**config.mk**
```make
export PLATFORM = sky130hd
export DESIGN_NAME = sdmbc_div
export DESIGN_NICKNAME = d
export VERILOG_FILES = /design/src/hw/rtl/sdmbc_pkg.sv /design/src/hw/rtl/sdmbc_div.sv
export SDC_FILE = /design/constraint.sdc
export NUM_CORES = 1
export LEC_CHECK = 0
export BUFFER_PORTS_ARGS = -buffer_cell sky130_fd_sc_hd__clkbuf_2
export CORE_MARGIN = 2
export CORE_UTILIZATION = 47
export DETAILED_ROUTE_END_ITERATION = 12
export PLACE_DENSITY_LB_ADDON = 0.12
export SLEW_MARGIN = 0
export SYNTH_ARGS = -nofsm -noshare
export SYNTH_HDL_FRONTEND = slang
export SYNTH_SLANG_ARGS = --single-unit
```
**constraint.sdc**
```tcl
create_clock -name clk -period 2.4 [get_ports clk]
set_clock_uncertainty 0.15 [all_clocks]
set_input_delay 0.36 -clock clk [delete_from_list [all_inputs] [get_ports clk]]
set_output_delay 0.36 -clock clk [all_outputs]
set_load 0.01 [all_outputs]
```
**src/hw/rtl/sdmbc_pkg.sv**
```systemverilog
`default_nettype none
// ----------------------------------------------------------------------------
// sdmbc_pkg: shared types and constants
// Widths, status codes and inter-module structs of the segmented block cache.
// ----------------------------------------------------------------------------
package sdmbc_pkg;

	// Sizing
	localparam int MAX_SEGMENTS = 20;
	localparam int MAX_SLOTS    = 1024;
	localparam int BLOCK_BITS   = 9;
	localparam int TAG_W        = 15;
	localparam logic [TAG_W-1:0] TAG_MAX = 15'h7fff;

	// Field widths
	localparam int SEG_SIZE_W = 32;
	localparam int OFFSET_W   = 32;
	localparam int FILE_W     = 5;
	localparam int STATUS_W   = 3;
	localparam int HANDLE_W   = 5;

	// Derived widths
	localparam int SLOT_W      = $clog2(MAX_SLOTS);
	localparam int SC_W        = $clog2(MAX_SLOTS + 1);
	localparam int SEG_IDX_W   = $clog2(MAX_SEGMENTS + 1);
	localparam int BLK_W       = TAG_W + SLOT_W;
	localparam int LIM_W       = BLK_W + BLOCK_BITS;
	localparam int SUM_W       = LIM_W + 1;
	localparam int DIVIDEND_W  = SUM_W - BLOCK_BITS;
	localparam int DIV_CNT_W   = $clog2(DIVIDEND_W + 1);
	localparam int MUL_W       = TAG_W + SC_W;

	// Functions of an input transaction
	localparam logic FUNC_OPEN = 1'b0;
	localparam logic FUNC_FIND = 1'b1;

	// Status codes
	localparam logic [STATUS_W-1:0] ST_OK            = 3'd0;
	localparam logic [STATUS_W-1:0] ST_TOO_MANY      = 3'd1;
	localparam logic [STATUS_W-1:0] ST_TOO_LARGE     = 3'd2;
	localparam logic [STATUS_W-1:0] ST_BAD_HANDLE    = 3'd3;
	localparam logic [STATUS_W-1:0] ST_OUT_OF_LIMITS = 3'd4;

	typedef struct packed {
		logic                  start;
		logic [DIVIDEND_W-1:0] dividend;
		logic [SC_W-1:0]       divisor;
	} div_req_t;

	typedef struct packed {
		logic                  done;
		logic [DIVIDEND_W-1:0] quot;
		logic [SC_W-1:0]       rem;
	} div_rsp_t;

	typedef struct packed {
		logic                 en;
		logic [SEG_IDX_W-1:0] addr;
		logic [LIM_W-1:0]     data;
	} seg_wr_t;

endpackage
`default_nettype wire

```
**src/hw/rtl/sdmbc_div.sv**
```systemverilog
`default_nettype none
// ----------------------------------------------------------------------------
// sdmbc_div: shared restoring divider
// One quotient bit per cycle; block number by slot count.
// ----------------------------------------------------------------------------
module sdmbc_div (
	input  logic                clk,
	input  logic                arst_n,
	input  sdmbc_pkg::div_req_t req,
	output sdmbc_pkg::div_rsp_t rsp
);
	import sdmbc_pkg::*;

	logic                  busy_q;
	logic                  done_q;
	logic [DIV_CNT_W-1:0]  cnt_q;
	logic [DIVIDEND_W-1:0] quo_q;
	logic [SC_W-1:0]       rem_q;
	logic [SC_W-1:0]       dvs_q;

	logic [SC_W:0]   trial;
	logic [SC_W:0]   diff;
	logic            ge;
	logic [SC_W-1:0] nrem;

	assign trial = {rem_q, quo_q[DIVIDEND_W-1]};
	assign ge    = trial >= {1'b0, dvs_q};
	assign diff  = trial - {1'b0, dvs_q};
	assign nrem  = ge ? diff[SC_W-1:0] : trial[SC_W-1:0];

	always_ff @(posedge clk or negedge arst_n) begin
		if (!arst_n) begin
			busy_q <= 1'b0;
			done_q <= 1'b0;
			cnt_q  <= '0;
		end else if (req.start) begin
			busy_q <= 1'b1;
			done_q <= 1'b0;
			cnt_q  <= DIV_CNT_W'(DIVIDEND_W);
		end else if (busy_q) begin
			cnt_q <= cnt_q - DIV_CNT_W'(1);
			if (cnt_q == DIV_CNT_W'(1)) begin
				busy_q <= 1'b0;
				done_q <= 1'b1;
			end
		end else begin
			done_q <= 1'b0;
		end
	end

	always_ff @(posedge clk) begin
		if (req.start) begin
			quo_q <= req.dividend;
			rem_q <= '0;
			dvs_q <= req.divisor;
		end else if (busy_q) begin
			quo_q <= {quo_q[DIVIDEND_W-2:0], ge};
			rem_q <= nrem;
		end
	end

	assign rsp.done = done_q;
	assign rsp.quot = quo_q;
	assign rsp.rem  = rem_q;

endmodule
`default_nettype wire

```
==> results.md <==
Synthesis:
- In this run, synthesis produced a sequential element count of 55.
- Sorting the synthesized cells by area gives the leading types as sky130_fd_sc_hd__edfxtp_1, sky130_fd_sc_hd__mux2_2, sky130_fd_sc_hd__dfxtp_1.
- For this run, the register share of the synthesized area comes to 54.5%.
- Of the post-synthesis cell area, the dominant cell type holds 40.2%.
- Synthesis handed over a netlist of 223 instances.
- After synthesis, the share of flip-flops with an asynchronous set or reset is 12.7%.
- The number of warnings reported in the yosys synthesis log is 0.
- The most used flip-flop cell after synthesis is sky130_fd_sc_hd__edfxtp_1.
- Summing every instance area after synthesis gives 2760 sq um.
- Synthesis produced a netlist with a net count of 277.
- In this run the mean area of a mapped cell was 12.4 sq um.
- The cell taking the most area after synthesis is sky130_fd_sc_hd__edfxtp_1.
- In this run, synthesis inferred 37 flip-flops with an integrated enable.
- In this run, distinct cell masters in the synthesized netlist total 44.

Status:
- The final reports fail on negative setup slack.
- The run finished, with violations left.

Routing:
- Dividing the detail-routed via count by the number of cells gives 5.16.
- The remaining number of nets flagged by the antenna check after routing is 0.
- The routed via count is 2,045.
- The number of iterations in the first detailed-routing pass is 5.
- In this run, the number of DRC markers left after iteration 0 of detailed routing was 77.
- Summed over all layers, the routed wires come to 5660 um.
- The routed wire length per instance is 14.3 um.
- The count of unresolved DRC violations after routing is 0.

Final layout:
- The most frequent standard cell in the layout excluding fill and tap cells is sky130_fd_sc_hd__clkbuf_2.
- 0 antenna diodes ended up in the layout.
- The growth of design area from synthesis to finish is 27.6%.
- At the end of the flow, the number of nets in the layout was 377.
- Cells with a size suffix above 1 make up 46.0% of the layout.
- In the layout the commonest cells are sky130_fd_sc_hd__clkbuf_2, sky130_fd_sc_hd__edfxtp_1, sky130_fd_sc_hd__mux2_2.
- The non-filler instance count after layout is 396.

Critical path:
- In this run the worst path has a maximum fanout of 8.
- In this run the critical register-to-register path is captured at rem_q[3]$_SDFFE_PP0P_.
- The source of the critical timing path is dvs_q[0]$_DFFE_PP_.
- The worst reg-to-reg setup slack is -0.10 ns.
- The critical path required time is 2.47 ns.
- The worst register-to-register path has a depth of 8.
- In this run the critical register-to-register path is launched from dvs_q[0]$_DFFE_PP_.
- The type of the worst setup path is reg2reg.
- The nature of the critical path endpoint is a register.
- Following the worst setup path forward leads to its endpoint at rem_q[3]$_SDFFE_PP0P_.
- The worst setup path is launched from a register.
- The critical path data arrival time is 2.58 ns.

Floorplan:
- The width of the die is 80.7 um.
- The floorplan has 27 rows.
- The die outline area is 6510 sq um.
- The initial cell density of the core is 49.3%.
- During I/O placement, the number of pins put on the boundary was 78.
- In this run the vertical extent of the chip is 80.7 um.
- The core region area is 5610 sq um.

Timing:
- Summed over all failing endpoints, the final setup total negative slack is -0.470 ns.
- The number of pins exceeding their max-slew limit in the final report was 0.
- Setup repair after global routing could not meet its margin everywhere.
- Dividing the final minimum period by the clock period gives 104%.
- The final number of hold-violating endpoints was 0.
- Measured against its own limit, the worst slew margin works out to 69.1%.
- The number of endpoints failing setup at the final stage is 8.
- The upper clock frequency limit is 0.399 GHz.
- At the pin with the least slew margin, the transition time is 0.461 ns.
- After layout, the worst setup slack is -0.104 ns.
- The smallest clock period supported by the final layout is computed as 2.50 ns.

Clocking:
- The total CTS buffers is 5.
- The buffer levels on the longest clock path is 2.
- Clock-pin slew was measured on the worst setup and hold paths at 0.10 ns.
- TritonCTS built the clock tree.
- The CTS H-tree depth is 2.
- The number of sinks handled by clock tree synthesis is 55.
- The clock root buffer is sky130_fd_sc_hd__clkbuf_8.
- The clock network latency to the later pin of the worst-skew pair is 0.31 ns.

Power:
- The maximum VDD drop is 318 uV.
- In this run the static leakage power is 1.60 nW.
- The power per cell area is 568 nW/um^2.

Global routing:
- The largest net degree at the start of global routing is 29.
- The initial antenna violation count was 0.
- The number of global-route vias before repair came to 2,055.
- The global router's overall resource usage is 18.9%.
- Summed over all layers, the global routing overflow is 0.
- The first global-routing pass estimated 9400 um of wire.

Run:
- The tool flagged a number of max-cap violations equal to 0.

Place:
- Routability-driven placement finished with a final weighted congestion of 0.858.
- The wire-length estimate of the detail-placed layout is 4240 um.
- The total instance count after detailed placement is 383.
- The number of port buffers is 77.

Worst hold path:
- The worst hold path begins at req[1].
- The type of the worst min-delay path is in2reg.
[layout make-up]
cell class / count / area (sq um)
clock buffers: 5 / 68.8
clock inverters: 3 / 18.8
fillers: 510 / 2080
inverters: 17 / 63.8
multi-input cells: 142 / 1180
flip-flops and latches: 55 / 1510
well taps: 72 / 90.1
repair buffers: 102 / 594
[worst min path at each step]
stage / endpoint / slack, ns / cells past startpoint
6_report: dvs_q[1]$_DFFE_PP_ / 0.07 / 1
5_1_grt: dvs_q[4]$_DFFE_PP_ / 0.05 / 1
4_1_cts: dvs_q[8]$_DFFE_PP_ / 0.06 / 1
3_5_place_dp: cnt_q[0]$_DFFE_PN0P_ / 0.06 / 1
3_3_place_gp: cnt_q[0]$_DFFE_PN0P_ / 0.06 / 1
2_1_floorplan: busy_q$_DFF_PN0_ / -0.09 / 0
[per-stage QoR]
stage | hold WS, ns | area [sq um] | power [mW] | utilization [%] | worst slack (ns)
CTS | 0.0606 | 3480 | 2.02 | 62.0 | -0.106
floorplan | -0.0856 | 2770 | 1.35 | - | -0.0807
global route | 0.0515 | 3520 | 2.11 | 62.9 | -0.196
finish | 0.0697 | 3520 | 2.00 | 62.9 | -0.104
global placement | 0.0597 | 3340 | 1.49 | 59.6 | -0.123
detailed placement | 0.0585 | 3340 | 1.49 | 59.6 | -0.190
[cells in the mapped netlist, types with 2 or more instances]
library cell               instances
sky130_fd_sc_hd__dfrtp_1           7
sky130_fd_sc_hd__o31ai_1           3
sky130_fd_sc_hd__a211oi_1          2
sky130_fd_sc_hd__edfxtp_1         37
sky130_fd_sc_hd__nand2_1          12
sky130_fd_sc_hd__xnor2_1           6
sky130_fd_sc_hd__dfxtp_1          11
sky130_fd_sc_hd__o21ai_0           7
sky130_fd_sc_hd__o311a_1           2
sky130_fd_sc_hd__inv_1            17
sky130_fd_sc_hd__nand3b_1          2
sky130_fd_sc_hd__a32oi_1           4
sky130_fd_sc_hd__nand4_1           2
sky130_fd_sc_hd__o21a_1            3
sky130_fd_sc_hd__nor2_1           16
sky130_fd_sc_hd__nand2b_1          7
sky130_fd_sc_hd__a2111o_1          2
sky130_fd_sc_hd__buf_1             3
sky130_fd_sc_hd__a311oi_1          2
sky130_fd_sc_hd__nor4_1            2
sky130_fd_sc_hd__a21o_1            3
sky130_fd_sc_hd__clkbuf_1          3
sky130_fd_sc_hd__mux2_2           26
sky130_fd_sc_hd__buf_4             2
sky130_fd_sc_hd__o211ai_1          2
sky130_fd_sc_hd__ha_1             13
sky130_fd_sc_hd__nor3_1            2
sky130_fd_sc_hd__a21oi_1           6
sky130_fd_sc_hd__xor2_1            4
[sequential cells by signal, indices dropped and copies added, names as in the netlist]
| signal | flops |
|---|---|
| quo_q | 26 |
| cnt_q | 5 |
| busy_q | 1 |
| done_q | 1 |
| rem_q | 11 |
| dvs_q | 11 |
[worst max-delay path, cell delays in order (launching register included)]
cell and delay [ns]:
sky130_fd_sc_hd__edfxtp_1 0.43, sky130_fd_sc_hd__ha_4 0.19, sky130_fd_sc_hd__fa_2 0.38, sky130_fd_sc_hd__and2b_1 0.23, sky130_fd_sc_hd__o31a_4 0.14, sky130_fd_sc_hd__o21ai_2 0.06
sky130_fd_sc_hd__a21o_4 0.24, sky130_fd_sc_hd__or3_1 0.32, sky130_fd_sc_hd__a311oi_1 0.27
[kinds of logic (layout without fill, tap and decap cells)]
group	count (synthesis)	after routing	synth area share [%]
flip-flops	55	55	54.5
AND/OR/NAND/NOR	48	48	8.60
AO/OA/AOI/OAI	43	43	11.9
multiplexers	27	27	11.1
buffers and inverters	26	127	4.08
adder cells (fa/ha/maj)	14	14	6.61
XOR/XNOR	10	10	3.17
[layer usage]
layer | share of wire [%] | routed length, um | global-route usage [%] | vias up
met5 | 0 | 0 | 0 | -
met4 | 1.2 | 66 | 5.42 | 0
met3 | 7.1 | 399 | 5.96 | 6
met2 | 46 | 2620 | 29.6 | 64
met1 | 46 | 2580 | 25.2 | 957
li1 | - | - | - | 1018
[power breakdown]
| group | internal [mW] | total (mW) | switching, mW |
|---|---|---|---|
| Sequential | 1.09 | 1.13 | 0.0407 |
| Clock | 0.207 | 0.520 | 0.313 |
| Combinational | 0.182 | 0.348 | 0.166 |
[repair_timing]
action	4_1_cts	5_1_grt
resized for setup	4	12
endpoints found under the setup margin	12	12
pin swaps	4	15
setup buffers	4	0
hold buffers	1	0
endpoints found under the hold margin	7	0
No activity file was read; power rests on OpenSTA's default activity.
