==> src/hw/rtl/sdmbc_pkg.sv <==
`default_nettype none
// ----------------------------------------------------------------------------
// sdmbc_pkg: shared types and constants
// Widths, status codes and inter-module structs of the segmented block cache.
// ----------------------------------------------------------------------------
package sdmbc_pkg;

	// Sizing
	localparam int MAX_SEGMENTS = 20;
	localparam int MAX_SLOTS    = 1024;
	localparam int BLOCK_BITS   = 9;
	localparam int TAG_W        = 15;
	localparam logic [TAG_W-1:0] TAG_MAX = 15'h7fff;

	// Field widths
	localparam int SEG_SIZE_W = 32;
	localparam int OFFSET_W   = 32;
	localparam int FILE_W     = 5;
	localparam int STATUS_W   = 3;
	localparam int HANDLE_W   = 5;

	// Derived widths
	localparam int SLOT_W      = $clog2(MAX_SLOTS);
	localparam int SC_W        = $clog2(MAX_SLOTS + 1);
	localparam int SEG_IDX_W   = $clog2(MAX_SEGMENTS + 1);
	localparam int BLK_W       = TAG_W + SLOT_W;
	localparam int LIM_W       = BLK_W + BLOCK_BITS;
	localparam int SUM_W       = LIM_W + 1;
	localparam int DIVIDEND_W  = SUM_W - BLOCK_BITS;
	localparam int DIV_CNT_W   = $clog2(DIVIDEND_W + 1);
	localparam int MUL_W       = TAG_W + SC_W;

	// Functions of an input transaction
	localparam logic FUNC_OPEN = 1'b0;
	localparam logic FUNC_FIND = 1'b1;

	// Status codes
	localparam logic [STATUS_W-1:0] ST_OK            = 3'd0;
	localparam logic [STATUS_W-1:0] ST_TOO_MANY      = 3'd1;
	localparam logic [STATUS_W-1:0] ST_TOO_LARGE     = 3'd2;
	localparam logic [STATUS_W-1:0] ST_BAD_HANDLE    = 3'd3;
	localparam logic [STATUS_W-1:0] ST_OUT_OF_LIMITS = 3'd4;

	typedef struct packed {
		logic                  start;
		logic [DIVIDEND_W-1:0] dividend;
		logic [SC_W-1:0]       divisor;
	} div_req_t;

	typedef struct packed {
		logic                  done;
		logic [DIVIDEND_W-1:0] quot;
		logic [SC_W-1:0]       rem;
	} div_rsp_t;

	typedef struct packed {
		logic                 en;
		logic [SEG_IDX_W-1:0] addr;
		logic [LIM_W-1:0]     data;
	} seg_wr_t;

endpackage
`default_nettype wire

==> src/hw/rtl/sdmbc_seg_table.sv <==
`default_nettype none
// ----------------------------------------------------------------------------
// sdmbc_seg_table: segment end-address table
// Cumulative segment ends; entry 0 always reads as zero.
// ----------------------------------------------------------------------------
module sdmbc_seg_table (
	input  logic                            clk,
	input  logic [sdmbc_pkg::SEG_IDX_W-1:0] rd_addr,
	output logic [sdmbc_pkg::LIM_W-1:0]     rd_data,
	input  sdmbc_pkg::seg_wr_t              wr
);
	import sdmbc_pkg::*;

	logic [LIM_W-1:0] lim_mem [MAX_SEGMENTS+1];
	logic [LIM_W-1:0] rdata_q;
	logic             zero_q;

	always_ff @(posedge clk) begin
		if (wr.en) begin
			lim_mem[wr.addr] <= wr.data;
		end
		rdata_q <= lim_mem[rd_addr];
		zero_q  <= (rd_addr == '0);
	end

	// entry 0 is never written: it is the base of the first segment
	assign rd_data = zero_q ? '0 : rdata_q;

endmodule
`default_nettype wire

==> config.mk <==
export PLATFORM = sky130hd
export DESIGN_NAME = sdmbc_seg_table
export DESIGN_NICKNAME = d
export VERILOG_FILES = /design/src/hw/rtl/sdmbc_pkg.sv /design/src/hw/rtl/sdmbc_seg_table.sv
export SDC_FILE = /design/constraint.sdc
export NUM_CORES = 1
export LEC_CHECK = 0
export BUFFER_PORTS_ARGS = -buffer_cell sky130_fd_sc_hd__buf_4
export CAP_MARGIN = 20
export CORE_UTILIZATION = 40
export CTS_BUF_LIST = sky130_fd_sc_hd__clkbuf_8 sky130_fd_sc_hd__clkbuf_16
export DETAILED_ROUTE_END_ITERATION = 12
export SYNTH_ARGS = -nofsm -noshare
export SYNTH_HDL_FRONTEND = slang
export SYNTH_SLANG_ARGS = --single-unit
==> constraint.sdc <==
create_clock -name clk -period 10.2 [get_ports clk]
set_clock_uncertainty 0.15 [all_clocks]
set_input_delay 1.02 -clock clk [delete_from_list [all_inputs] [get_ports clk]]
set_output_delay 1.02 -clock clk [all_outputs]
set_load 0.1 [all_outputs]
==> impl_metrics.csv, run 1 <==
group,metric,value,unit
global_route,top_usage_layer,"met2",
routing,firstDrtPassIters,5,
cts,clock_latency,0.60,ns
sta,relSlewSlack,26.2,%
power,p_switching,1.41,mW
worst_setup_path,cp_top_family,"buffers and inverters",
global_route,grt_use_total,18.5,%
routing,drc,0,
cts,clkTransAtPathRegs,0.06,ns
yosys,ys_top_cells_by_area,"edfxtp_1 (75%), mux2i_1 (7.2%), mux4_2 (6.2%), dfxtp_1 (2.5%), a22oi_1 (1.5%)",
worst_setup_path,crit_buf_inv,3,
power,leakagePower,10.9,nW
sta,rsz0062_at_grt,"false",
worst_setup_path,path_max_fanout,74,
cells_and_area,layout-drive-gt1-share,20.7,%
worst_setup_path,cpPeakStageDelay,0.75,ns
cts,cts_buffers,74,
global_route,met1_usage,24.6,%
floorplanning,die-area,72300,um2
sta,worst_hold_slack,0.407,ns
cts,postCtsSetupRepairBufs,0,
placement,dp_hpwl,33500,um
cts,htreeDepth,3,
yosys,synth_seq_cells,749,
worst_setup_path,arrival,3.87,ns
worst_setup_path,path_common_cell,"buf_4",
routing,drt_wl_total,65700,um
global_route,grtUsageMet2,31.7,%
sta,max_slew.worst_pin.slew,1.11,ns
cells_and_area,diodes,0,
yosys,yosysTopAreaCellShare,75.3,%
cells_and_area,nets,1605,
cts,cts_hold_buf,0,
power,seq_power_share,52.5,%
routing,avgRoutedWirePerCell,25.7,um
power,power_density,200,nW/um2
cts,cts.sinks,749,
routing,via_per_inst,5.41,
worst_setup_path,worst_path_max_delay_cell,"buf_4",
global_route,gr-usage-met3,2.73,%
yosys,yosys.area.top_type,"edfxtp_1",
run_status,outcome,"finished, final reports clean",
run,maxCapViolCount,0,
sta,final.setup.tns,0,ns
yosys,synth_nets,1495,
worst_setup_path,crit_required,10.56,ns
yosys,yosysSeqAreaShare,77.7,%
placement,portBuffers,79,
yosys,synth_area,28500,um2
global_route,grt_max_degree,75,
sta,maxClockFrequency,285,MHz
floorplanning,die_w,269,um
cells_and_area,area_growth,14.5,%
cells_and_area,nFillCells,5834,
routing,drt_iter0_markers,1113,
sta,setup_slack,6.70,ns
sta,fin_crit_sh,34.4,%
floorplanning,num_io_pins,80,
floorplanning,rows,97,
sta,fin_crit,3.50,ns
yosys,synth_cell_types,31,
yosys,syn_avg_cell_area,19.7,um2
power,p_int,5.13,mW
cts,tritoncts,"yes",
worst_setup_path,path_class,"primary input to flip-flop",
global_route,grt_pass1_wl,95800,um
cts,clk_path_buf_depth,3,
cts,cts_root_buf,"clkbuf_16",
yosys,yosysWarnings,0,
global_route,grt_overflow,0,
hold_path,min_path_type,"flip-flop to flip-flop",
worst_setup_path,end_kind,"flip-flop",
worst_setup_path,startpoint_type,"primary input",
placement,gp_congestion,0.740,
power,p_total,6.54,mW
sta,drv_slew,0,
routing,ant_nets,0,
global_route,antenna_found_initial,0,
power,switching_share,21.5,%
sta,hold_violations,0,
cells_and_area,final_cells,2558,
placement,pre_cts_ws,6.03,ns
yosys,syn_inst,1449,
sta,finalSetupViolations,0,
global_route,grt_pass1_vias,14300,
power,max-vdd-ir-drop,0.134,mV
placement,dp_cells,2423,
floorplanning,initial_core_util,40.5,%
floorplanning,die_h,269,um
worst_setup_path,cp_cell_sequence,"clkbuf_8 -> buf_4 -> or3b_1 -> buf_4 -> nor2_1 -> nor4_1 -> a22oi_1",
floorplanning,core_area,70300,um2
power,p_comb_share,6.5,%
power,p_clk_share,41.0,%
cts,cts.repair.resized,0,
routing,via_count,13800,
==> logic make-up (layout without fill, tap and decap cells) <==
family / Yosys count / in the layout / synth area share (%)
flops: 749 / 749 / 77.7
mux: 295 / 295 / 13.9
buf+inv: 84 / 253 / 1.83
simple gates: 208 / 208 / 3.52
compound gates: 113 / 113 / 3.03
==> through the flow <==
step | util (%) | instance area (um2)
6_report | 46.4 | 32600
5_1_grt | 46.4 | 32600
4_1_cts | 46.4 | 32600
3_5_place_dp | 43.0 | 30200
3_3_place_gp | 43.0 | 30200
2_1_floorplan | - | 28500
==> power groups by stage <==
stage / clock network (mW) / logic, mW / registers [mW]
2_1_floorplan: 0 / 0.292 / 3.49
4_1_cts: 2.73 / 0.430 / 3.43
5_1_grt: 2.85 / 0.450 / 3.43
3_5_place_dp: 0 / 0.429 / 3.50
6_report: 2.68 / 0.425 / 3.43
3_3_place_gp: 0 / 0.422 / 3.50
==> synth_stat cells <==
cell	instances
a22oi_1	56
a32oi_1	11
and2_1	2
and3b_1	1
buf_12	1
buf_2	36
buf_4	14
buf_6	12
clkbuf_1	20
clkbuf_2	1
dfxtp_1	35
edfxtp_1	714
mux2_2	11
mux2i_1	205
mux4_1	1
mux4_2	78
nand2_1	60
nand3_1	1
nand3b_1	4
nor2_1	68
nor2b_1	37
nor3_1	1
nor3b_1	3
nor4_1	23
nor4b_1	1
o2111ai_1	23
o22ai_1	23
or2_2	1
or3_1	2
or3b_1	2
or3b_2	2
==> layout by cell type, fill, tap and decap left out, drive strengths merged, types with 27 or more instances in the layout <==
cell type and instances:
nor2 68, mux4 79, nand2 60, edfxtp 714, mux2i 205, nor2b 37
dfxtp 35, inv 27, a22oi 56, buf 116, clkbuf 89
==> cell type report <==
| type | count | area, um2 | share of cell area, % |
|---|---|---|---|
| repair buffers | 118 | 902 | 2.76 |
| clock inverters | 48 | 362 | 1.11 |
| flip-flops and latches | 749 | 22100 | 67.9 |
| multi-input cells | 616 | 5980 | 18.3 |
| clock buffers | 87 | 2060 | 6.33 |
| well taps | 940 | 1180 | 3.60 |
==> path summary, 6_finish.rpt <==
kind	start	to	slack [ns]	cells past startpoint
max reg2reg	lim_mem[19][22]	rdata_q[22]	8.55	4
min reg2reg	lim_mem[20][4]	rdata_q[4]	0.41	2
max	rd_addr[1]	rdata_q[10]	6.70	7
min	lim_mem[20][4]	rdata_q[4]	0.41	2
==> layer usage <==
| metal | vias up | routed length (um) |
|---|---|---|
| li1 | 6077 | - |
| met1 | 7334 | 28100 |
| met2 | 357 | 33400 |
| met3 | 68 | 3110 |
| met4 | 0 | 1070 |
| met5 | - | 0 |
==> worst min-delay path, stage by stage, from the launching register on <==
cell and delay (ns):
edfxtp_1 0.32, mux2i_1 0.07, a22oi_1 0.12
==> flip-flops by register name (all words and copies together) (netlist names) <==
signal	flops
rdata_q	34
zero_q	1
lim_mem	714
No activity file was read; power rests on OpenSTA's default activity.
==> run 2, diff against run 1 <==
==> constraint.sdc (replaced) <==
create_clock -name clk -period 3.2 [get_ports clk]
set_clock_uncertainty 0.15 [all_clocks]
set_input_delay 0.32 -clock clk [delete_from_list [all_inputs] [get_ports clk]]
set_output_delay 0.32 -clock clk [all_outputs]
set_load 0.1 [all_outputs]
==> run 2 against run 1 <==
  * Global-route usage increased by 0.63 points
  * First-iteration DRC count grew 7.6%
  * Die area unchanged
  * Critical endpoint is now rd_data[27]
  * Design area increased by 2.4%
  * Sequential power grew to 3.2 times the previous value
  * Largest power group unchanged
==> impl_metrics.csv, run 2 (synthesis gave the netlist of run 1 again) <==
group,metric,value,unit
run_status,outcome,"finished, final reports clean",
routing,firstDrtPassIters,5,
worst_setup_path,startpoint_type,"flip-flop",
sta,hold_violations,0,
global_route,antenna_found_initial,1,
worst_setup_path,path_common_cell,"buf_4",
cells_and_area,final_common_cell,"edfxtp_1",
routing,ant_nets,0,
floorplanning,die-area,72300,um2
run,maxCapViolCount,0,
cts,cts.sinks,749,
cells_and_area,final_area,33400,um2
floorplanning,rows,97,
cells_and_area,top_regs,"lim_mem x714, rdata_q x34, zero_q x1",
worst_setup_path,crit_required,2.73,ns
cts,clkTransAtPathRegs,0.05,ns
placement,dp_hpwl,36800,um
floorplanning,die_h,269,um
power,leakagePower,11.3,nW
sta,max_slew.worst_pin.slew,0.808,ns
cts,clock_latency,0.61,ns
placement,dpl-instance-area,30600,um2
cts,cts_root_buf,"clkbuf_16",
cts,tritoncts,"yes",
floorplanning,num_io_pins,80,
sta,final.setup.tns,0,ns
global_route,grt_pass1_vias,14900,
global_route,grt_overflow,0,
floorplanning,core_area,70300,um2
worst_setup_path,cp_top_family,"buffers and inverters",
cells_and_area,diodes,0,
cells_and_area,most-common-layout-cells,"edfxtp_1 (714), mux2i_1 (205), buf_4 (129)",
cts,htreeDepth,3,
cells_and_area,nets,1669,
cts,cts.repair.resized,0,
sta,finalSetupViolations,0,
routing,avgRoutedWirePerCell,25.5,um
routing,via_count,14400,
placement,portBuffers,79,
routing,drt_wl_total,67000,um
sta,fin_crit_sh,79.2,%
power,max-vdd-ir-drop,0.382,mV
worst_setup_path,arrival,2.07,ns
worst_setup_path,path_max_fanout,20,
routing,via_per_inst,5.48,
hold_path,min_path_type,"primary input to flip-flop",
sta,relSlewSlack,46.2,%
global_route,grt_pass1_wl,99100,um
sta,drv_slew,0,
sta,rsz0062_at_grt,"false",
cells_and_area,layout-drive-gt1-share,21.8,%
worst_setup_path,cpPeakStageDelay,0.64,ns
floorplanning,die_w,269,um
floorplanning,initial_core_util,40.5,%
cts,cts_buffers,77,
routing,drc,0,
sta,maxClockFrequency,394,MHz
placement,gp_congestion,0.748,
worst_setup_path,r2r_slack,1.36,ns
global_route,grt_use_total,19.1,%
sta,fin_crit,2.54,ns
worst_setup_path,crit_buf_inv,2,
worst_setup_path,worst_path_max_delay_cell,"dfxtp_2",
worst_setup_path,path_class,"flip-flop to output pin",
routing,drt_iter0_markers,1198,
global_route,grt_max_degree,102,
cts,clk_path_buf_depth,3,
cells_and_area,area_growth,17.3,%
power,p_total,21.2,mW
worst_setup_path,cp_cell_sequence,"buf_4 -> nor2b_1 -> buf_4",
cells_and_area,largest_reg_flops,714,
worst_setup_path,end_kind,"output pin",
cells_and_area,largest_register,"lim_mem",
power,power_density,633,nW/um2
run 2: timing repair:
action,in CTS,in global routing
hold buffers,35,0
endpoints found under the hold margin,718,0
buffers inserted,0,0
run 2: layout make-up:
type,count,area [um2]
clock inverter,49,362
multi-input combinational,616,6000
fill,5780,36900
tap,940,1180
timing repair buffer,179,1600
sequential,749,22100
clock buffer,89,2140
run 2: per-stage QoR:
| step | setup slack, ns | utilization (%) | hold slack, ns | std cells |
|---|---|---|---|---|
| finish | 0.664 | 47.6 | 0.109 | 2622 |
| global route | 0.552 | 47.6 | 0.115 | 2622 |
| CTS | 0.571 | 47.6 | 0.0790 | 2622 |
| detailed placement | 0.687 | 43.5 | 0.393 | 2449 |
| global placement | 0.719 | 43.5 | 0.398 | 2449 |
| floorplan | 0.100 | - | 0.269 | 1449 |
run 2: final timing paths:
check                       from          end  cells after the start
setup / recovery          zero_q  rd_data[27]                      3
hold reg to reg   lim_mem[20][9]   rdata_q[9]                      2
hold / removal        rd_addr[1]       zero_q                      3
setup reg to reg  lim_mem[7][30]  rdata_q[30]                      4
run 2: layer usage:
layer | GRT usage (%) | wire length (um)
met5 | 0 | 0
met4 | 5.88 | 1350
met3 | 3.05 | 3990
met2 | 31.6 | 33000
met1 | 26.1 | 28600
run 2: worst reg2reg max path, cell delays in order, from the launching register on:
cell and delay, ns:
edfxtp_1 0.36, mux2i_1 0.18, o22ai_1 0.11, nor4_1 0.69, a22oi_1 0.20
run 2: power breakdown:
group / internal, mW / total [mW] / switching (mW)
logic: 0.458 / 1.44 / 0.978
registers: 10.9 / 10.9 / 0.0475
clock network: 5.22 / 8.79 / 3.57
total: 16.6 / 21.2 / 4.59
